### config.mk
export PLATFORM = sky130hd
export DESIGN_NAME = ple_seq
export DESIGN_NICKNAME = d
export VERILOG_FILES = /design/src/hw/rtl/ple_pkg.sv /design/src/hw/rtl/ple_seq.sv
export SDC_FILE = /design/constraint.sdc
export NUM_CORES = 1
export LEC_CHECK = 0
export ABC_AREA = 1
export BUFFER_PORTS_ARGS = -buffer_cell sky130_fd_sc_hd__buf_2
export CAP_MARGIN = 20
export CORE_AREA = 2 2 169 171
export DETAILED_ROUTE_END_ITERATION = 6
export DIE_AREA = 0 0 171 173
export PLACE_DENSITY = 0.53
export SETUP_SLACK_MARGIN = 0.1
export SYNTH_ARGS = -nofsm -noshare
export SYNTH_HDL_FRONTEND = slang
export SYNTH_SLANG_ARGS = --single-unit
### constraint.sdc
create_clock -name i_clk -period 3 [get_ports i_clk]
set_clock_uncertainty 0.1 [all_clocks]
set_input_delay 0.15 -clock i_clk [delete_from_list [all_inputs] [get_ports i_clk]]
set_output_delay 0.15 -clock i_clk [all_outputs]
set_load 0.01 [all_outputs]
### src/hw/rtl/ple_pkg.sv
`timescale 1ns / 1ps
// Shared types and codes for the positional list engine.
// No dependencies; imported by ple_if, ple_seq and the core.
package ple_pkg;

    localparam int VAL_W   = 32;
    localparam int POS_W   = 8;
    localparam int CMD_W   = 3;
    localparam int ST_W    = 2;
    localparam int CNT_O_W = 9;

    localparam logic [CMD_W-1:0] CMD_APPEND = 3'd0;
    localparam logic [CMD_W-1:0] CMD_INSERT = 3'd1;
    localparam logic [CMD_W-1:0] CMD_REMOVE = 3'd2;
    localparam logic [CMD_W-1:0] CMD_SEARCH = 3'd3;
    localparam logic [CMD_W-1:0] CMD_EMPTY  = 3'd4;

    localparam logic [ST_W-1:0] ST_DONE   = 2'd0;
    localparam logic [ST_W-1:0] ST_BADPOS = 2'd1;
    localparam logic [ST_W-1:0] ST_FULL   = 2'd2;

    typedef struct packed {
        logic [CMD_W-1:0]        cmd;
        logic signed [VAL_W-1:0] value;
        logic [POS_W-1:0]        position;
    } t_req;

    typedef struct packed {
        logic [ST_W-1:0]    status;
        logic               found;
        logic [POS_W-1:0]   found_index;
        logic               is_empty;
        logic [CNT_O_W-1:0] entry_count;
    } t_result;

endpackage

### src/hw/rtl/ple_seq.sv
`timescale 1ns / 1ps
// Command sequencer: one pointer/compare unit walks the entry RAM for
// shift and search, one entry per cycle. Depends on ple_pkg.
module ple_seq import ple_pkg::*; #(
    parameter int CAPACITY = 256
) (
    input  logic                        i_clk,
    input  logic                        i_rst_n,
    input  logic                        i_start,
    input  t_req                        i_req,
    output logic                        o_idle,
    output logic                        o_res_valid,
    output t_result                     o_res,
    input  logic                        i_res_take,
    output logic                        o_ram_we,
    output logic [$clog2(CAPACITY)-1:0] o_ram_waddr,
    output logic [VAL_W-1:0]            o_ram_wdata,
    output logic [$clog2(CAPACITY)-1:0] o_ram_raddr,
    input  logic [VAL_W-1:0]            i_ram_rdata
);

    localparam int AW = $clog2(CAPACITY);
    localparam int CW = $clog2(CAPACITY + 1);
    localparam int PW = (CW > POS_W) ? CW : POS_W;

    typedef enum logic [4:0] {
        S_IDLE   = 5'b00001,
        S_EXEC   = 5'b00010,
        S_SHIFT  = 5'b00100,
        S_SEARCH = 5'b01000,
        S_RESULT = 5'b10000
    } t_state;

    t_state          r_state, n_state;
    t_req            r_req, n_req;
    logic [CW-1:0]   r_count, n_count;
    logic [CW-1:0]   r_ptr, n_ptr;
    logic [CW-1:0]   r_tgt, n_tgt;
    logic            r_pend, n_pend;
    logic            r_more, n_more;
    logic            r_found, n_found;
    logic [CW-1:0]   r_fidx, n_fidx;
    logic [ST_W-1:0] r_status, n_status;

    logic            ins;
    logic            pos_bad;
    logic            full;
    logic            last;
    logic [CW-1:0]   waddr_full;
    logic [CW-1:0]   raddr_full;
    logic [CW+CNT_O_W-1:0] count_ext;
    logic [CW+POS_W-1:0]   fidx_ext;

    assign ins     = (r_req.cmd == CMD_INSERT);
    assign pos_bad = (PW'(r_req.position) >= PW'(r_count));
    assign full    = (r_count == CW'(CAPACITY));
    assign last    = ins ? (PW'(r_ptr) == PW'(r_req.position))
                         : (r_ptr == r_count - CW'(1));

    always_comb begin
        n_state     = r_state;
        n_req       = r_req;
        n_count     = r_count;
        n_ptr       = r_ptr;
        n_tgt       = r_tgt;
        n_pend      = r_pend;
        n_more      = r_more;
        n_found     = r_found;
        n_fidx      = r_fidx;
        n_status    = r_status;
        o_ram_we    = 1'b0;
        waddr_full  = r_tgt;
        o_ram_wdata = i_ram_rdata;
        raddr_full  = r_ptr;

        unique case (r_state)
            S_IDLE: begin
                if (i_start) begin
                    n_req   = i_req;
                    n_state = S_EXEC;
                end
            end
            S_EXEC: begin
                n_status = ST_DONE;
                n_found  = 1'b0;
                n_fidx   = '0;
                n_pend   = 1'b0;
                n_state  = S_RESULT;
                unique case (r_req.cmd)
                    CMD_APPEND: begin
                        if (full) begin
                            n_status = ST_FULL;
                        end else begin
                            o_ram_we    = 1'b1;
                            waddr_full  = r_count;
                            o_ram_wdata = r_req.value;
                            n_count     = r_count + CW'(1);
                        end
                    end
                    CMD_INSERT: begin
                        if (pos_bad) begin
                            n_status = ST_BADPOS;
                        end else if (full) begin
                            n_status = ST_FULL;
                        end else begin
                            // walk down from the tail, moving each entry up by one
                            n_ptr   = r_count - CW'(1);
                            n_more  = 1'b1;
                            n_state = S_SHIFT;
                        end
                    end
                    CMD_REMOVE: begin
                        if (pos_bad) begin
                            n_status = ST_BADPOS;
                        end else begin
                            n_ptr   = CW'(PW'(r_req.position) + PW'(1));
                            n_more  = (PW'(r_req.position) + PW'(1) < PW'(r_count));
                            n_state = S_SHIFT;
                        end
                    end
                    CMD_SEARCH: begin
                        n_ptr   = '0;
                        n_more  = (r_count != '0);
                        n_state = S_SEARCH;
                    end
                    default: begin
                    end
                endcase
            end
            S_SHIFT: begin
                // drain the entry read last cycle into its new slot
                if (r_pend) begin
                    o_ram_we    = 1'b1;
                    waddr_full  = ins ? (r_tgt + CW'(1)) : (r_tgt - CW'(1));
                    o_ram_wdata = i_ram_rdata;
                end
                if (r_more) begin
                    n_pend = 1'b1;
                    n_tgt  = r_ptr;
                    if (last) begin
                        n_more = 1'b0;
                    end else begin
                        n_ptr = ins ? (r_ptr - CW'(1)) : (r_ptr + CW'(1));
                    end
                end else begin
                    n_pend = 1'b0;
                end
                if (!r_more && !r_pend) begin
                    if (ins) begin
                        o_ram_we    = 1'b1;
                        waddr_full  = CW'(PW'(r_req.position));
                        o_ram_wdata = r_req.value;
                        n_count     = r_count + CW'(1);
                    end else begin
                        n_count = r_count - CW'(1);
                    end
                    n_state = S_RESULT;
                end
            end
            S_SEARCH: begin
                if (r_pend && (i_ram_rdata == r_req.value)) begin
                    n_found = 1'b1;
                    n_fidx  = r_tgt;
                    n_pend  = 1'b0;
                    n_state = S_RESULT;
                end else if (!r_more) begin
                    n_pend  = 1'b0;
                    n_state = S_RESULT;
                end else begin
                    n_pend = 1'b1;
                    n_tgt  = r_ptr;
                    if (last) begin
                        n_more = 1'b0;
                    end else begin
                        n_ptr = r_ptr + CW'(1);
                    end
                end
            end
            S_RESULT: begin
                if (i_res_take) begin
                    n_state = S_IDLE;
                end
            end
            default: begin
                n_state = S_IDLE;
            end
        endcase
    end

    always_ff @(posedge i_clk) begin
        if (!i_rst_n) begin
            r_state <= S_IDLE;
            r_count <= '0;
            r_pend  <= 1'b0;
            r_more  <= 1'b0;
        end else begin
            r_state <= n_state;
            r_count <= n_count;
            r_pend  <= n_pend;
            r_more  <= n_more;
        end
    end

    always_ff @(posedge i_clk) begin
        r_req    <= n_req;
        r_ptr    <= n_ptr;
        r_tgt    <= n_tgt;
        r_found  <= n_found;
        r_fidx   <= n_fidx;
        r_status <= n_status;
    end

    assign o_ram_waddr = waddr_full[AW-1:0];
    assign o_ram_raddr = raddr_full[AW-1:0];

    assign count_ext = {{CNT_O_W{1'b0}}, r_count};
    assign fidx_ext  = {{POS_W{1'b0}}, r_fidx};

    assign o_idle      = (r_state == S_IDLE);
    assign o_res_valid = (r_state == S_RESULT);

    always_comb begin
        o_res.status      = r_status;
        o_res.found       = r_found;
        o_res.found_index = fidx_ext[POS_W-1:0];
        o_res.is_empty    = (r_count == '0);
        o_res.entry_count = count_ext[CNT_O_W-1:0];
    end

endmodule

=== Yosys cells after proc, flatten, opt, wreduce, memory -nomap -nowiden ===
Cells that the tools add are included.

* Equal/unequal tests: 28
* Add/sub/neg operators: 7
* Reductions and logical operators: 18
* Mux-type cells: 67
* $lt $le $gt $ge: 2

{| class="wikitable"
|+ Operators by type and width
! operator !! number
|-
| 9-bit two-way mux || 15
|-
| 32-bit two-way mux || 4
|-
| 32-bit case mux with 2 select lines || 1
|-
| 8-bit two-way mux || 7
|-
| 9-bit case mux with 3 select lines || 2
|-
| 5-bit two-way mux || 8
|-
| 9-bit case mux with 2 select lines || 2
|-
| 32-bit == test || 1
|-
| 8-bit case mux with 2 select lines || 2
|-
| 5-bit case mux with 5 select lines || 1
|-
| 9-bit by 1-bit adder with 9-bit output (second input constant) || 2
|-
| 2-bit inequality test (second input constant) || 9
|-
| 9-bit by 1-bit subtractor with 9-bit output (second input constant) || 2
|-
| 1-bit two-way mux || 16
|-
| 5-bit case mux with 3 select lines || 1
|-
| 3-bit inequality test (second input constant) || 4
|-
| 10-bit AND reduction || 1
|-
| 8-bit by 1-bit adder with 9-bit output (second input constant) || 1
|-
| 9-bit by 8-bit == test with 1-bit output || 1
|-
| 9-bit == test || 1
|-
| 9-bit == test (second input constant) || 1
|-
| 8-bit by 9-bit >= comparator with 1-bit output || 1
|-
| 9-bit logical NOT || 1
|-
| 9-bit < comparator || 1
|-
| other kinds (24) || 37
|}

* Output and inout port bits: 72
* Input port bits: 79
* Flip-flop bits (word level): 88
* Logic and storage cells: 134

=== Depth between registers and ports, before layout ===
* Depth after elaboration: 7
* Mapped depth: 17
* Depth with buffers taken out: 17

=== Worst setup path after synthesis ===
OpenSTA, ideal clock, no wires.

* Kind: register to register
* Start: register r_state[3]
* End: register r_req[0] (netlist bit) (enable)
* Required time: 2,456 ps
* Buffers on the path: 0
* Data arrival time: 2,993 ps
* Stages on the path, launching flop included: 6
* Clock period less this slack: 3,536 ps
* Path slack: -536 ps
* Library setup time: 444 ps
* Cells stage by stage: dfxtp_1 -> nor2_1 -> inv_1 -> nor4_1 -> inv_1 -> nor2_1

* Cells in the longest elaborated chain, start to end: 2

{| class="wikitable"
|+ RTL lines
! element !! line !! RTL
|-
| start, declared || ple_seq.sv:34 || <nowiki>t_state r_state, n_state;</nowiki>
|-
| start signal, assigned || ple_seq.sv:197 || <nowiki>r_state <= n_state;</nowiki>
|-
| 5-bit by 1-bit == test with 1-bit output || - ||
|-
| via o_idle || ple_seq.sv:11 || <nowiki>output logic o_idle,</nowiki>
|-
| 2-bit AND reduction (no line) || - ||
|-
| end signal, assigned || ple_seq.sv:205 || <nowiki>r_req <= n_req;</nowiki>
|-
| end, declared || ple_seq.sv:35 || <nowiki>t_req r_req, n_req;</nowiki>
|}

The timed path passes the listed nets, and every way through them passes these cells.
A chain may end at the register's enable or synchronous reset.

=== Final worst setup path ===
* Start: register r_req[42] (netlist bit)
* End: output port o_ram_waddr[6]

* Cells in the longest elaborated chain, start to end: 6
* Elaborated cells between the ends (all ways): 8
* Those cells by class: eq/ne: 1; mux: 6; reduce/logical: 1

{| class="wikitable"
|+ RTL lines
! element !! line !! RTL
|-
| 3-bit by 1-bit == test with 1-bit output || ple_seq.sv:54 || <nowiki>assign ins = (r_req.cmd == CMD_INSERT);</nowiki>
|-
| 8-bit two-way mux || ple_seq.sv:134 || <nowiki>waddr_full = ins ? (r_tgt + CW'(1)) : (r_tgt - CW'(1));</nowiki>
|-
| 8-bit two-way mux || ple_seq.sv:132 || <nowiki>if (r_pend) begin</nowiki>
|-
| 8-bit two-way mux || ple_seq.sv:149 || <nowiki>if (ins) begin</nowiki>
|-
| 8-bit two-way mux || ple_seq.sv:148 || <nowiki>if (!r_more && !r_pend) begin</nowiki>
|-
| 8-bit case mux with 2 select lines (*) || ple_seq.sv:76 || <nowiki>unique case (r_state)</nowiki>
|-
| end, declared || ple_seq.sv:16 || <nowiki>output logic [$clog2(CAPACITY)-1:0] o_ram_waddr,</nowiki>
|}

Every way passes the cells marked *; elsewhere a longest branch is shown, timed or not.

==> results.yml <==
status:
  outcome: "finished clean"
sta:
  hold_viol: 0
  worst_pin_slew_ns: 0.583
  setup_viol_count_final: 0
  drv_slew: 0
  fin_crit_sh: 0.958
  min_period_ns: 2.87
  rsz0062_at_grt: "true"
  slew-limit-headroom: 0.611
  fmax_ghz: 0.348
synth:
  synth_top_area_cell: "edfxtp_1"
  synth-seq-cells: 87
  async_flop_share: 0
  syn_area_per_cell_um2: 7.58
  yosysSeqAreaShare: 0.390
  synth_warnings: 0
  ys.flop_type: "edfxtp_1"
  syn-num-nets: 937
  post-synth-top-area-fraction: 0.339
  synth.distinct_cells: 49
  synth_area_um2: 6280
  synth.top_cells.by_area: "edfxtp_1 (34%), nand2_1 (13%), inv_1 (6.5%)"
  synth_edf_count: 71
  syn_inst: 829
job:
  drv_cap: 0
floorplanning:
  die_y_um: 173
  fp.dieW_um: 171
  start_util: 0.227
  dieArea_um2: 29600
  core_area_um2: 27600
  core.rowCount: 61
  ios: 151
detailed_routing:
  drtIter0Drc: 603
  drtAntennaViolNets: 0
  firstDrtPassIters: 5
  routedWlPerCell_um: 16.3
  vias_per_cell: 4.52
  vias: 6449
  drc: 0
  wl_um: 23200
power:
  static-leakage-power_nw: 3.89
  irDropWorstVdd_v: 0.000202
  finalPower_w: 0.00342
  powerDensity_nw_per_um2: 400
final_layout:
  drive_gt1_frac: 0.245
  multi_input_area_um2: 3360
  final_nets: 1151
  stdcell_count: 1428
  seq_area_um2: 2460
  fillers: 3050
  utilization: 0.309
  area_growth_syn_to_layout_pct: 36.0
critical_path:
  startpoint_type: "flop"
  reg2reg_to: "r_ptr[4]$_DFFE_PP_"
  crit_fanout: 6
  critPathRequiredTime_ns: 2.75
  crit_type: "reg -> out"
  endpoint_kind: "primary output"
  cp.arrival_ns: 2.62
  regToRegSetupSlack_ns: 0.30
  reg2reg_from: "r_count[6]$_SDFFE_PN0P_"
  reg2reg_depth: 11
hold_path:
  min_from: "i_rst_n"
  hold_path_depth: 2
  hold_class: "in -> reg"
  min_to: "r_state[0]$_SDFFE_PN1P_"
clock_network:
  cts_tree: "built"
  clk_pin_slew_ns: 0.07
  root_buffer: "clkbuf_16"
  cts.sinks: 87
  cts-buffers-inserted: 9
  h-tree-depth: 3
  clk_latency_ns: 0.35
  cts_buffer_depth: 2
global_routing:
  grt-busiest-layer: "met2"
  antenna_found_initial: 3
  grt_max_degree: 40
  grt_pass1_vias: 5941
  grt_usage: 0.151
  grt_remaining_overflow: 0
  met2_usage: 0.235
  grt_pass1_wl_um: 34200
  gr-usage-met3: 0.0325
  grt_use_met1: 0.209
placed_design:
  dpl.cell_count: 1350
  place_hpwl_um: 17900
  numPortBuffers: 150
  gp_congestion: 0.946
[final cells by class]
cell class                      instances  share of cell area
Inverter                              115              0.0511
Clock buffer                            9              0.0264
Tap cell                              378              0.0554
Sequential cell                        87               0.288
Timing Repair Buffer                  229               0.178
Multi-Input combinational cell        601               0.393
Antenna cell                            2            0.000586
Clock inverter                          7             0.00820
[stage by stage]
step	hold WS [ns]	area (um2)	TNS (ns)	setup WS, ns
4_1_cts	0.0108	8320	0	0.0921
6_report	0.0122	8540	0	0.125
5_1_grt	0.0280	8540	-0.0748	-0.0748
3_3_place_gp	0.228	7500	0	0.173
2_1_floorplan	0.149	6290	0	0.163
3_5_place_dp	0.228	7500	0	0.137
[worst max-delay path by stage]
stage                         end                     from
4_1_cts            o_ram_waddr[6]      r_req[41]$_DFFE_PP_
3_3_place_gp       o_ram_waddr[6]      r_req[42]$_DFFE_PP_
6_report           o_ram_waddr[6]      r_req[42]$_DFFE_PP_
2_1_floorplan  r_req[0]$_DFFE_PP_  r_state[3]$_SDFFE_PN0P_
3_5_place_dp       o_ram_waddr[6]      r_req[42]$_DFFE_PP_
5_1_grt            o_ram_waddr[6]      r_req[42]$_DFFE_PP_
[routing by layer]
| metal | up-vias | wire length, um |
|---|---|---|
| li1 | 3218 | - |
| met1 | 2975 | 10400 |
| met2 | 223 | 10700 |
| met3 | 31 | 1690 |
| met4 | 2 | 412 |
| met5 | - | 13 |
[power by group]
group          switching [W]  internal (W)  total [W]
logic               0.000436      0.000310   0.000746
registers          0.0000724       0.00142    0.00149
clock network       0.000533      0.000650    0.00118
[cell families (layout without fill, tap and decap cells)]
| group | Yosys count | in the layout | share of synthesized area |
|---|---|---|---|
| other cells | 0 | 2 | 0 |
| flops | 87 | 87 | 0.390 |
| xor+xnor | 28 | 28 | 0.0390 |
| buf+inv | 141 | 360 | 0.0980 |
| simple gates | 401 | 401 | 0.278 |
| fa+ha+maj | 29 | 29 | 0.0589 |
| compound gates | 143 | 143 | 0.136 |
[synthesized netlist by cell type, types with 5 or more instances]
master	n
nand2_1	223
inv_1	109
edfxtp_1	71
nor2_1	69
nand3_1	51
o21ai_0	47
a21oi_1	41
ha_1	28
xor2_1	22
nor3_1	19
dfxtp_1	16
o211ai_1	13
buf_4	12
nand4_1	11
o21ai_1	8
o22ai_1	8
o221ai_1	7
or2_2	7
clkbuf_1	6
xnor2_1	6
buf_6	5
inv_2	5
[registers in the layout, indices dropped and copies added, names as in the netlist]
register  flops
r_count       9
r_fidx        8
r_found       1
r_more        1
r_pend        1
r_ptr         9
r_req        43
r_state       5
r_status      2
r_tgt         8
[repair_timing]
| item | CTS | global route |
|---|---|---|
| endpoints found under the setup margin | 35 | 46 |
| hold buffers | 43 | 0 |
| pin swaps | 4 | 6 |
| hold endpoints to repair | 43 | 0 |
| gates resized for setup | 11 | 31 |
| gates cloned | 0 | 2 |
| setup buffers | 8 | 7 |
[layout by cell type (no fill, tap or decap), drive strengths merged]
| cell type | Yosys | routed |
|---|---|---|
| and3 | 1 | 1 |
| a21oi | 41 | 41 |
| nor4 | 3 | 3 |
| o2111ai | 3 | 3 |
| nand3b | 2 | 2 |
| a21o | 1 | 1 |
| a221oi | 1 | 1 |
| a32oi | 1 | 1 |
| dfxtp | 16 | 16 |
| buf | 20 | 184 |
| or2 | 8 | 8 |
| o22ai | 8 | 8 |
| edfxtp | 71 | 71 |
| xnor2 | 6 | 6 |
| fa | 1 | 1 |
| nor2 | 73 | 73 |
| bufinv | 0 | 1 |
| nand3 | 51 | 51 |
| xor2 | 22 | 22 |
| dlygate4sd3 | 0 | 43 |
| a31oi | 3 | 3 |
| a211oi | 1 | 1 |
| o221a | 3 | 3 |
| inv | 114 | 117 |
| a22oi | 3 | 3 |
| and2 | 3 | 3 |
| o21a | 1 | 1 |
| o21ai | 55 | 55 |
| o211ai | 13 | 13 |
| nor3 | 21 | 21 |
| nand4 | 12 | 12 |
| ha | 28 | 28 |
| diode | 0 | 2 |
| o311ai | 1 | 1 |
| clkinv | 1 | 4 |
| clkbuf | 6 | 11 |
| nand2 | 227 | 227 |
| o221ai | 7 | 7 |
| o31ai | 1 | 1 |
[critical path, cell delays in order (launching register included)]
cell and delay [ns]:
edfxtp_1 0.41, inv_2 0.10, nand3_4 0.13, fa_2 0.40, a21oi_2 0.17, nor2_2 0.05
nor2_1 0.10, nor2_1 0.06, o21ai_1 0.13, nand2_1 0.08, xnor2_1 0.13, o21ai_1 0.16
o211ai_1 0.11, nand2_1 0.11, buf_2 0.14
(Power assumes the default switching activity.)
